--- src/sv/skst_pkg.sv ---
// Shared types and constants for the scancode key state tracker.
// Holds opcodes, the command and status structs, and the set-1 character map.
// No dependencies.
package skst_pkg;

  localparam logic [2:0] OP_SCANCODE = 3'd0;
  localparam logic [2:0] OP_PRESSED  = 3'd1;
  localparam logic [2:0] OP_HIT      = 3'd2;
  localparam logic [2:0] OP_GETCHAR  = 3'd3;
  localparam logic [2:0] OP_CLEAR    = 3'd4;

  localparam int CODE_W      = 8;
  localparam int KEY_W       = 7;
  localparam int CHAR_W      = 7;
  localparam int CHUNK_W     = 16;
  localparam int CHUNK_IDX_W = 4;

  localparam logic [CODE_W-1:0] KEY_MASK  = 8'h7F;
  localparam logic [CODE_W-1:0] BREAK_BIT = 8'h80;

  typedef struct packed {
    logic exec;
    logic scan;
    logic finish;
  } skst_cmd_t;

  typedef struct packed {
    logic chunk_hit;
  } skst_sts_t;

  function automatic logic [CHAR_W-1:0] char_of(input logic [KEY_W-1:0] code);
    logic [CHAR_W-1:0] ch;
    unique case (code)
      7'h02: ch = 7'h31;
      7'h03: ch = 7'h32;
      7'h04: ch = 7'h33;
      7'h05: ch = 7'h34;
      7'h06: ch = 7'h35;
      7'h07: ch = 7'h36;
      7'h08: ch = 7'h37;
      7'h09: ch = 7'h38;
      7'h0A: ch = 7'h39;
      7'h0B: ch = 7'h30;
      7'h10: ch = 7'h51;
      7'h11: ch = 7'h57;
      7'h12: ch = 7'h45;
      7'h13: ch = 7'h52;
      7'h14: ch = 7'h54;
      7'h15: ch = 7'h59;
      7'h16: ch = 7'h55;
      7'h17: ch = 7'h49;
      7'h18: ch = 7'h4F;
      7'h19: ch = 7'h50;
      7'h1E: ch = 7'h41;
      7'h1F: ch = 7'h53;
      7'h20: ch = 7'h44;
      7'h21: ch = 7'h46;
      7'h22: ch = 7'h47;
      7'h23: ch = 7'h48;
      7'h24: ch = 7'h4A;
      7'h25: ch = 7'h4B;
      7'h26: ch = 7'h4C;
      7'h2C: ch = 7'h5A;
      7'h2D: ch = 7'h58;
      7'h2E: ch = 7'h43;
      7'h2F: ch = 7'h56;
      7'h30: ch = 7'h42;
      7'h31: ch = 7'h4E;
      7'h32: ch = 7'h4D;
      7'h39: ch = 7'h20;
      default: ch = '0;
    endcase
    return ch;
  endfunction

endpackage

--- src/sv/skst_ctrl.sv ---
// Controller of the scancode key state tracker.
// Decides when an item executes and steps the get-char scan over key chunks.
// Depends on skst_pkg.
module skst_ctrl #(
  parameter int NUM_KEYS = 128,
  localparam int NumChunks = (NUM_KEYS + skst_pkg::CHUNK_W - 1) / skst_pkg::CHUNK_W,
  localparam int ChunkW = (NumChunks > 1) ? $clog2(NumChunks) : 1
) (
  input  logic                  clk_i,
  input  logic                  rst_ni,
  input  logic                  start_i,
  input  logic [2:0]            opcode_i,
  input  skst_pkg::skst_sts_t   sts_i,
  output skst_pkg::skst_cmd_t   cmd_o,
  output logic [ChunkW-1:0]     chunk_o,
  output logic                  busy_o
);
  import skst_pkg::*;

  typedef enum logic {ST_IDLE, ST_SCAN} state_e;

  state_e              state_q;
  logic [ChunkW-1:0]   chunk_q;

  always_comb begin
    cmd_o.exec   = (state_q == ST_IDLE) && start_i && (opcode_i != OP_GETCHAR);
    cmd_o.scan   = (state_q == ST_SCAN);
    cmd_o.finish = cmd_o.scan && (sts_i.chunk_hit || (chunk_q == ChunkW'(NumChunks - 1)));
  end

  assign chunk_o = chunk_q;
  assign busy_o  = (state_q == ST_SCAN);

  always_ff @(posedge clk_i or negedge rst_ni) begin
    if (!rst_ni) begin
      state_q <= ST_IDLE;
      chunk_q <= '0;
    end else begin
      unique case (state_q)
        ST_IDLE: begin
          if (start_i && (opcode_i == OP_GETCHAR)) begin
            state_q <= ST_SCAN;
            chunk_q <= '0;
          end
        end
        ST_SCAN: begin
          if (cmd_o.finish) begin
            state_q <= ST_IDLE;
          end else begin
            chunk_q <= chunk_q + 1'b1;
          end
        end
        default: state_q <= ST_IDLE;
      endcase
    end
  end

endmodule

--- src/sv/skst_datapath.sv ---
// Datapath of the scancode key state tracker.
// Holds the down and edge flag vectors, the chunk scan and the result registers.
// Depends on skst_pkg.
module skst_datapath #(
  parameter int NUM_KEYS = 128,
  localparam int NumChunks = (NUM_KEYS + skst_pkg::CHUNK_W - 1) / skst_pkg::CHUNK_W,
  localparam int ChunkW = (NumChunks > 1) ? $clog2(NumChunks) : 1,
  localparam int KeyIdxW = $clog2(NUM_KEYS)
) (
  input  logic                        clk_i,
  input  logic                        rst_ni,
  input  skst_pkg::skst_cmd_t         cmd_i,
  input  logic [2:0]                  opcode_i,
  input  logic [skst_pkg::CODE_W-1:0] key_code_i,
  input  logic [ChunkW-1:0]           chunk_i,
  output skst_pkg::skst_sts_t         sts_o,
  output logic                        done_o,
  output logic                        key_down_o,
  output logic                        edge_taken_o,
  output logic [skst_pkg::CHAR_W-1:0] char_out_o
);
  import skst_pkg::*;

  localparam int PosW = ChunkW + CHUNK_IDX_W;
  localparam int PadW = 1 << PosW;

  logic [NUM_KEYS-1:0]    down_q, down_d;
  logic [NUM_KEYS-1:0]    edge_q, edge_d;
  logic                   done_q, done_d;
  logic                   key_down_q, key_down_d;
  logic                   edge_taken_q, edge_taken_d;
  logic [CHAR_W-1:0]      char_q, char_d;

  logic [KEY_W-1:0]       idx;
  logic                   idx_ok;
  logic                   brk;
  logic [KeyIdxW-1:0]     k;
  logic [PadW-1:0]        edge_pad;
  logic [CHUNK_W-1:0]     chunk_edges;
  logic [CHUNK_W-1:0]     chunk_mapped;
  logic [CHUNK_W-1:0]     chunk_hits;
  logic [CHUNK_IDX_W-1:0] sel;
  logic [PosW-1:0]        pos;

  assign idx    = KEY_W'(key_code_i & KEY_MASK);
  assign brk    = |(key_code_i & BREAK_BIT);
  assign idx_ok = (CODE_W'(idx) < CODE_W'(NUM_KEYS));
  assign k      = idx[KeyIdxW-1:0];

  assign edge_pad    = PadW'(edge_q);
  assign chunk_edges = edge_pad[chunk_i*CHUNK_W +: CHUNK_W];

  always_comb begin
    for (int j = 0; j < CHUNK_W; j++) begin
      chunk_mapped[j] = (char_of(KEY_W'({chunk_i, CHUNK_IDX_W'(j)})) != '0);
    end
  end

  assign chunk_hits      = chunk_edges & chunk_mapped;
  assign sts_o.chunk_hit = |chunk_hits;

  always_comb begin
    sel = '0;
    for (int j = CHUNK_W - 1; j >= 0; j--) begin
      if (chunk_hits[j]) begin
        sel = CHUNK_IDX_W'(j);
      end
    end
  end

  assign pos = {chunk_i, sel};

  always_comb begin
    logic [PadW-1:0] pad_d;
    pad_d        = edge_pad;
    down_d       = down_q;
    edge_d       = edge_q;
    key_down_d   = 1'b0;
    edge_taken_d = 1'b0;
    char_d       = '0;
    done_d       = cmd_i.exec || cmd_i.finish;
    if (cmd_i.exec) begin
      case (opcode_i)
        OP_SCANCODE: begin
          if (idx_ok) begin
            if (brk) begin
              down_d[k] = 1'b0;
            end else begin
              if (!down_q[k]) begin
                edge_d[k] = 1'b1;
              end
              down_d[k] = 1'b1;
            end
          end
        end
        OP_PRESSED: begin
          key_down_d = idx_ok && down_q[k];
        end
        OP_HIT: begin
          if (idx_ok && edge_q[k]) begin
            edge_d[k]    = 1'b0;
            edge_taken_d = 1'b1;
          end
        end
        OP_CLEAR: begin
          down_d = '0;
          edge_d = '0;
        end
        default: ;
      endcase
    end else if (cmd_i.scan && sts_o.chunk_hit) begin
      pad_d[pos] = 1'b0;
      edge_d     = pad_d[NUM_KEYS-1:0];
      char_d     = char_of(KEY_W'(pos));
    end
  end

  always_ff @(posedge clk_i or negedge rst_ni) begin
    if (!rst_ni) begin
      down_q <= '0;
      edge_q <= '0;
      done_q <= 1'b0;
    end else begin
      down_q <= down_d;
      edge_q <= edge_d;
      done_q <= done_d;
    end
  end

  always_ff @(posedge clk_i) begin
    key_down_q   <= key_down_d;
    edge_taken_q <= edge_taken_d;
    char_q       <= char_d;
  end

  assign done_o       = done_q;
  assign key_down_o   = key_down_q;
  assign edge_taken_o = edge_taken_q;
  assign char_out_o   = char_q;

endmodule

--- src/sv/scancode_key_state_tracker_core.sv ---
// Top level of the scancode key state tracker: controller plus datapath.
// Key update, pressed query, hit query, clear and reserved opcodes: result in the cycle after the item is taken.
// Such items may be started back to back, one per cycle.
// Get-char scans 16 keys per cycle while busy; the result follows in the cycle after the scan ends.
// The receiver cannot stall; each result shows for one cycle with done_o high.
// Reset clears all down and edge flags at once; the block takes items right after reset.
module scancode_key_state_tracker_core #(
  parameter int NUM_KEYS = 128
) (
  input  logic                        clk_i,
  input  logic                        rst_ni,
  input  logic                        start,
  output logic                        busy,
  input  logic [2:0]                  opcode_i,
  input  logic [skst_pkg::CODE_W-1:0] key_code_i,
  output logic                        done_o,
  output logic                        key_down_o,
  output logic                        edge_taken_o,
  output logic [skst_pkg::CHAR_W-1:0] char_out_o
);
  import skst_pkg::*;

  localparam int NumChunks = (NUM_KEYS + CHUNK_W - 1) / CHUNK_W;
  localparam int ChunkW = (NumChunks > 1) ? $clog2(NumChunks) : 1;

  skst_cmd_t         cmd;
  skst_sts_t         sts;
  logic [ChunkW-1:0] chunk;

  skst_ctrl #(
    .NUM_KEYS(NUM_KEYS)
  ) u_ctrl (
    .clk_i   (clk_i),
    .rst_ni  (rst_ni),
    .start_i (start),
    .opcode_i(opcode_i),
    .sts_i   (sts),
    .cmd_o   (cmd),
    .chunk_o (chunk),
    .busy_o  (busy)
  );

  skst_datapath #(
    .NUM_KEYS(NUM_KEYS)
  ) u_dp (
    .clk_i       (clk_i),
    .rst_ni      (rst_ni),
    .cmd_i       (cmd),
    .opcode_i    (opcode_i),
    .key_code_i  (key_code_i),
    .chunk_i     (chunk),
    .sts_o       (sts),
    .done_o      (done_o),
    .key_down_o  (key_down_o),
    .edge_taken_o(edge_taken_o),
    .char_out_o  (char_out_o)
  );

endmodule

--- config.mk ---
export PLATFORM = sky130hd
export DESIGN_NAME = scancode_key_state_tracker_core
export DESIGN_NICKNAME = d
export VERILOG_FILES = /design/src/sv/skst_pkg.sv /design/src/sv/skst_ctrl.sv /design/src/sv/skst_datapath.sv /design/src/sv/scancode_key_state_tracker_core.sv
export SDC_FILE = /design/constraint.sdc
export NUM_CORES = 1
export LEC_CHECK = 0
export BUFFER_PORTS_ARGS = -buffer_cell sky130_fd_sc_hd__buf_2
export CORE_MARGIN = 2
export CORE_UTILIZATION = 40
export DETAILED_ROUTE_END_ITERATION = 7
export PLACE_DENSITY = 0.62
export SYNTH_ARGS = -nofsm -noshare
export SYNTH_HDL_FRONTEND = slang
export SYNTH_HIERARCHICAL = 1
export SYNTH_SLANG_ARGS = --single-unit
export TNS_END_PERCENT = 1
--- constraint.sdc ---
create_clock -name clk_i -period 4.5 [get_ports clk_i]
set_clock_uncertainty 0.05 [all_clocks]
set_input_delay 0.675 -clock clk_i [delete_from_list [all_inputs] [get_ports clk_i]]
set_output_delay 0.675 -clock clk_i [all_outputs]
set_load 0.03 [all_outputs]
==> metrics.md, run 1 <==
| Metric | Value |
|---|---|
| Status | `finished clean` |
| Worst-path fanout max | `17` |
| Synth Area per Inst | `around 8.6 sq um` |
| CTS H-Tree Depth | `1` |
| Site row count | `between 70 and 80` |
| Post-route DRC | `0` |
| Worst path max stage delay | `around 0.76 ns` |
| Setup tns final | `0 ns` |
| WS Path Type | `flop to flop` |
| Top cell by count, worst path | `o21a_1` |
| Final net count | `1,956` |
| Vias in the first global route | `15,056` |
| I/O Buffers | `24` |
| Seq/Total Area, Yosys | `39.9%` |
| Clock Path Buffers | `3` |
| R2R Setup Slk | `0.60 ns` |
| Clk Latency, worst-skew pair | `0.59 ns` |
| Power per cell area | `504 nW/um^2` |
| Pin count of the biggest net entering global routing | `114` |
| Multi-input logic area | `9160 sq um` |
| Maxcap violations | `0` |
| Seq cells post-synth | `270` |
| Gr usage total | `26.7%` |
| Dominant synthesized flop cell | `dfrtp_1` |
| Peak Freq | `257 MHz` |
| Final count of hold timing violations | `0` |
| Top post-synthesis cells by count | `311 x nand2_1, 261 x dfrtp_1, 243 x o21ai_0` |
| Post-route clock period utilization | `slightly below 90%` |
| FILL cells | `4,013` |
| # setup viols final | `0` |
| Critical Path RT | `between 4 and 5 ns` |
| HP Class | `primary input to asynchronous set/reset pin` |
| Die extent in y | `209 um` |
| Final HPWL DP | `slightly below 40,000 um` |
| CTS tree | `built` |
| DR iter-0 viols | `~1,800` |
| Clock Tree Root | `clkbuf_16` |
| Maximum vdd drop | `0.000367 V` |
| RSZ-0062 raised after global routing | `no` |
| Async set-reset flop share out of synthesis | `96.7%` |
| Top cells by area, synth | `dfrtp_1 39%, mux2i_1 9.3%, o21ai_0 7.2%` |
| Count of flip-flops with a built-in enable after synthesis | `0` |
| CP max stage cell | `dfrtp_1` |
| Core footprint | `roughly 42,000 sq um` |
| Remaining antenna violation count | `0` |
| Crit-path cells | `mux2_2 -> a21oi_1 -> o21a_1 -> o311a_1 -> o41a_1 -> clkinv_1 -> ha_1 -> and2_1 -> a2111oi_0 -> a22oi_1 -> o21a_1` |
| Worst r2r dst | `u_dp/char_out_o[0]` |
| Postcts setup bufs | `0` |
| Total global routing overflow | `0` |
| Fin Hold WS | `0.126 ns` |
| Avg WL per Cell | `23.8 um` |
| Reg2reg path depth | `11` |
| Most instantiated library cell after synthesis | `nand2_1` |
| YS warnings | `6` |
| Register Area | `6710 sq um` |
| Synth area leader | `dfrtp_1` |
| CTS Buf Count | `31` |
| Post-CTS Resized | `0` |
| Least-Margin Pin Slew | `around 0.93 ns` |
| LEAKAGE | `roughly 8.0 nW` |
| Slew headroom | `37.9%` |
| Ratio of cells with drive above 1 in the final layout | `11.7%` |
| Area grow syn2layout | `11.6%` |
| Cells after Synth | `1,966` |
| Global-route wire length before repair | `91,900 um` |
| Clock Pin Slew Worst Setup and Hold Paths | `roughly 0.07 ns` |
| Unique masters post-synth | `81` |
| Drt pass-1 iters | `6` |
| Crit path time final | `between 3 and 4 ns` |
| CP endpoint kind | `flop` |
| Via density | `about 6.4` |
| DIE AREA | `between 40,000 and 50,000 sq um` |
| Post-synth top area share | `38.8%` |
| FF-to-FF Start | `u_ctrl/chunk_o[1]` |
| Cts-stage hold buffer count | `0` |
| Chip width | `209 um` |
| Synthesized Nets | `1,991` |
| Initial Util | `roughly two fifths` |
| Detailed Route WL | `59,400 um` |
| CP arrival | `4.33 ns` |
| Via count | `between 15,000 and 20,000` |
| Worst setup SP type | `flop` |
| Num ports | `25` |
| Clk sinks | `270` |
| Post-Synthesis Cell Area | `16,800 sq um` |
| Initial antenna violation count | `2` |
| Global placement routability congestion | `0.960` |
| Final-report max-slew violation count | `0` |
flip-flops by register name, summed over array words and instances (netlist names):
name / cells
u_dp/char_out_o: 7
u_dp/done_o: 1
u_dp/down_q: 128
u_dp/edge_pad: 128
u_dp/edge_taken_o: 1
u_dp/key_down_o: 1
u_ctrl/chunk_o: 3
u_ctrl/busy_o: 1
area by class of cell:
| cell class | count | share of cell area, % |
|---|---|---|
| Clock buffer | 46 | 4.70 |
| Inverter | 33 | 0.659 |
| Clock inverter | 9 | 0.906 |
| Tap cell | 539 | 3.59 |
| Antenna cell | 2 | 0.0266 |
| Multi-Input combinational cell | 1473 | 48.7 |
| Timing Repair Buffer | 122 | 5.65 |
| Sequential cell | 270 | 35.7 |
worst max-delay path by stage:
stage                            startpoint                 end  slack (ns)  cells after the start
final                     u_ctrl/chunk_o[1]  u_dp/char_out_o[0]        0.60                     11
after global placement        key_code_i[1]   u_dp/edge_pad[55]        0.24                     13
after floorplan               key_code_i[2]   u_dp/edge_pad[32]        1.01                     14
after detailed placement      key_code_i[0]   u_dp/edge_pad[44]        0.23                     14
after global routing      u_ctrl/chunk_o[1]  u_dp/char_out_o[0]        0.42                     11
after CTS                 u_ctrl/chunk_o[1]  u_dp/char_out_o[0]        0.70                     11
power breakdown:
group	switching [mW]	total [mW]	internal (mW)
logic	2.38	3.67	1.29
registers	0.373	3.11	2.74
clock network	1.07	2.69	1.63
total	3.82	9.47	5.65
logic make-up (layout without fill, tap and decap cells):
kind of cell / Yosys count / in the layout / synth area share, %
AO/OA/AOI/OAI: 708 / 708 / 25.7
multiplexers: 198 / 198 / 13.4
AND/OR/NAND/NOR: 555 / 555 / 14.1
XOR/XNOR: 1 / 1 / 0.0521
buffers and inverters: 223 / 210 / 6.09
other: 0 / 2 / 0
flip-flops: 270 / 270 / 39.9
adder cells (fa/ha/maj): 11 / 11 / 0.818
metal layers:
layer | track usage (%) | vias to the layer above | share of wire (%)
li1 | - | 7145 | -
met2 | 41.0 | 880 | 45
met1 | 36.4 | 7679 | 41
met5 | 0 | - | 0.022
met4 | 13.6 | 2 | 5.2
met3 | 4.61 | 190 | 8.9
placed cells by master (no fill, tap or decap), types with 8 or more instances in the layout:
| cell type | count |
|---|---|
| o21a_1 | 12 |
| nand2_1 | 311 |
| nand2b_1 | 15 |
| nand3_1 | 11 |
| buf_12 | 15 |
| a211oi_1 | 8 |
| mux2i_1 | 157 |
| a221o_1 | 8 |
| buf_4 | 86 |
| o22ai_1 | 31 |
| clkbuf_16 | 31 |
| mux2_2 | 19 |
| dfrtp_1 | 261 |
| o211ai_1 | 32 |
| a22oi_1 | 15 |
| and2_1 | 14 |
| inv_1 | 29 |
| a221oi_1 | 14 |
| nor2b_1 | 12 |
| a31oi_1 | 136 |
| o21ai_0 | 243 |
| clkbuf_1 | 10 |
| a22o_1 | 10 |
| mux4_2 | 19 |
| buf_2 | 20 |
| nor2_1 | 116 |
| a21oi_1 | 127 |
| a311oi_1 | 15 |
| nor3_1 | 33 |
| dfxtp_1 | 9 |
| ha_1 | 11 |
metrics by stage:
| stage | util (%) | total power, mW | cell area [sq um] | std cells | worst slack (ns) |
|---|---|---|---|---|---|
| floorplan | - | 5.48 | 16800 | 1966 | 1.01 |
| global placement | 42.5 | 6.74 | 17700 | 2437 | 0.242 |
| detailed placement | 42.5 | 6.73 | 17700 | 2437 | 0.227 |
| CTS | 45.0 | 9.43 | 18800 | 2492 | 0.700 |
| global route | 45.0 | 9.97 | 18800 | 2492 | 0.418 |
| finish | 45.0 | 9.47 | 18800 | 2494 | 0.602 |
critical path: cells and delay by family (launching register included):
family                     cells  cell delay (ns)
AOI/OAI and AO/OA              7             1.62
buffers and inverters          1             0.39
muxes                          1             0.40
and+or+nand+nor                1             0.17
DFF                            1             0.76
adders and majority gates      1             0.39
Power figures use the tool's default switching activity.
==> run 2: changes to the inputs <==
CORE_UTILIZATION = 45   (was 40)
PLACE_DENSITY = 0.67   (was 0.62)
SETUP_SLACK_MARGIN = 0.15   (was default)
==> run 2 against run 1 <==
Against the previous run:
- the run now ends with DRC left
- non-clock buffer count down 9
- hold slack worse by 0.018 ns
- combinational power is 1% lower
- maximum frequency fell by 1.3%
- worst setup slack lost 0.050 ns
- power shrank 4.2%
- final cell count down 3.5%
- largest cell class unchanged
- largest power group unchanged
==> metrics.md, run 2 (synthesis gave the netlist of run 1 again) <==
| Metric | Value |
|---|---|
| Clock Tree Root | `clkbuf_16` |
| Least-Margin Pin Slew | `1.11 ns` |
| Clk Latency, worst-skew pair | `0.58 ns` |
| Initial antenna violation count | `2` |
| RSZ-0062 raised after global routing | `no` |
| Total global routing overflow | `0` |
| Final-report max-slew violation count | `0` |
| FILL cells | `3,445` |
| CTS tree | `built` |
| Maximum vdd drop | `0.000330 V` |
| HP Class | `primary input to asynchronous set/reset pin` |
| Pin count of the biggest net entering global routing | `about 120` |
| Maxcap violations | `0` |
| Post-route DRC | `6` |
| WS Path Type | `flop to flop` |
| Top cell by count, worst path | `o21a_1` |
| Ratio of cells with drive above 1 in the final layout | `10.9%` |
| Core footprint | `36,700 sq um` |
| CP arrival | `between 4 and 5 ns` |
| Clock Pin Slew Worst Setup and Hold Paths | `0.06 ns` |
| I/O Buffers | `24` |
| Final HPWL DP | `38,400 um` |
| Status | `finished, violations left` |
| Post-CTS Resized | `0` |
| Multi-input logic area | `9160 sq um` |
| Clk pwr share | `a little over a quarter` |
| Via count | `15,671` |
| Worst path max stage delay | `0.66 ns` |
| CP max stage cell | `dfrtp_1` |
| Clock Path Buffers | `3` |
| Place WS | `0.0877 ns` |
| Avg WL per Cell | `~24 um` |
| Site row count | `70` |
| Most frequent cells in the layout | `311 x nand2_1, 261 x dfrtp_1, 243 x o21ai_0, 157 x mux2i_1, 136 x a31oi_1` |
| Drt pass-1 iters | `8` |
| Gr usage total | `29.1%` |
| R2R Setup Slk | `0.55 ns` |
| Post-layout util | `50.2%` |
| Failing checks | `DRC` |
| Register Area | `between 6000 and 7000 sq um` |
| Detailed Route WL | `56,700 um` |
| Global placement routability congestion | `0.946` |
| Fin worst setup slack | `around 0.55 ns` |
| CTS Buf Count | `31` |
| Cts-stage hold buffer count | `0` |
| Num ports | `25` |
| Chip width | `between 150 and 200 um` |
| Int Pwr | `about 5.4 mW` |
| Postcts setup bufs | `0` |
| Global-route wire length before repair | `88,800 um` |
| Remaining antenna violation count | `0` |
| DR iter-0 viols | `1,964` |
| Area grow syn2layout | `9.40%` |
| Critical Path RT | `roughly 4.9 ns` |
| Initial Util | `45.9%` |
| Clk sinks | `270` |
| Worst Path Buf+Inv | `2` |
| # setup viols final | `0` |
| Seq pwr share | `34.1%` |
| CTS H-Tree Depth | `1` |
| Sw Pwr | `around 3.7 mW` |
| Vias in the first global route | `approximately 15,000` |
| Post-route clock period utilization | `87.7%` |
| Setup tns final | `0 ns` |
| Crit-path cells | `buf_4 -> mux2_2 -> a21oi_1 -> o21a_1 -> o311a_1 -> o41a_1 -> clkinv_1 -> ha_1 -> and2_1 -> a2111oi_0 -> a22oi_1 -> o21a_1` |
| Final net count | `1,947` |
| Pwr Total | `9.07 mW` |
| Power per cell area | `approximately 490 nW/um^2` |
| Worst setup SP type | `flop` |
| Crit path time final | `about 3.9 ns` |
| Most common cell after layout, fill and taps aside | `nand2_1` |
| Switch share | `roughly two fifths` |
| Slew headroom | `between 20% and 30%` |
| Die extent in y | `197 um` |
| Combinational fraction of design power | `39.9%` |
| LEAKAGE | `roughly 7.9 nW` |
| DIE AREA | `39,000 sq um` |
| Worst-path fanout max | `15` |
| Final count of hold timing violations | `0` |
| CP endpoint kind | `flop` |
| Cell family contributing the most delay on the critical path | `compound AO/OA/AOI/OAI gates` |
| Via density | `about 6.5` |
| Peak Freq | `approximately 250 MHz` |
## run 2: final timing paths
| kind | startpoint | end | cells after the start |
|---|---|---|---|
| worst max-delay path | u_ctrl/chunk_o[1] | u_dp/char_out_o[0] | 12 |
| worst min-delay path | rst_ni | u_dp/down_q[116] | 1 |
| worst max register to register | u_ctrl/chunk_o[1] | u_dp/char_out_o[0] | 12 |
| worst min register to register | u_dp/down_q[109] | u_dp/down_q[109] | 2 |
| max in group asynchronous | rst_ni | u_dp/down_q[86] | 2 |
| min in group clk_i | start | u_ctrl/busy_o | 3 |
## run 2: through the flow
stage / cells / instance area (sq um) / hold slack [ns]
after floorplan: 1966 / 16800 / 0.329
after global placement: 2357 / 17500 / 0.433
after detailed placement: 2357 / 17500 / 0.443
after CTS: 2405 / 18400 / 0.169
after global routing: 2407 / 18400 / 0.173
final: 2407 / 18400 / 0.107
## run 2: area by class of cell
| class | instances | area share [%] |
|---|---|---|
| multi-input combinational | 1473 | 49.7 |
| sequential | 270 | 36.5 |
| timing repair buffer | 113 | 4.97 |
| clock buffer | 45 | 4.72 |
| tap | 468 | 3.18 |
| inverter | 33 | 0.673 |
| clock inverter | 3 | 0.238 |
| antenna | 2 | 0.0272 |
## run 2: layer usage
metal | share of wire, % | global-route usage [%] | vias to the layer above | wire length (um)
li1 | - | - | 7108 | -
met1 | 42 | 41.6 | 7572 | 23900
met2 | 45 | 44.7 | 848 | 25600
met3 | 9.5 | 5.28 | 143 | 5380
met4 | 3.3 | 9.33 | 0 | 1890
met5 | 0 | 0 | - | 0
## run 2: worst reg2reg max path, cell delays in order, from the launching register on
cell	delay, ns
dfrtp_1	0.66
buf_4	0.30
mux2_2	0.35
a21oi_1	0.34
o21a_1	0.17
o311a_1	0.18
o41a_1	0.19
clkinv_1	0.35
ha_1	0.38
and2_1	0.18
a2111oi_0	0.36
a22oi_1	0.11
o21a_1	0.21
## run 2: power groups by stage
stage	combinational (mW)	clock, mW	sequential, mW
after floorplan	2.50	0	2.98
after global placement	3.51	0	3.11
after detailed placement	3.51	0	3.11
after CTS	3.53	2.39	3.08
after global routing	3.95	2.49	3.12
final	3.62	2.36	3.09
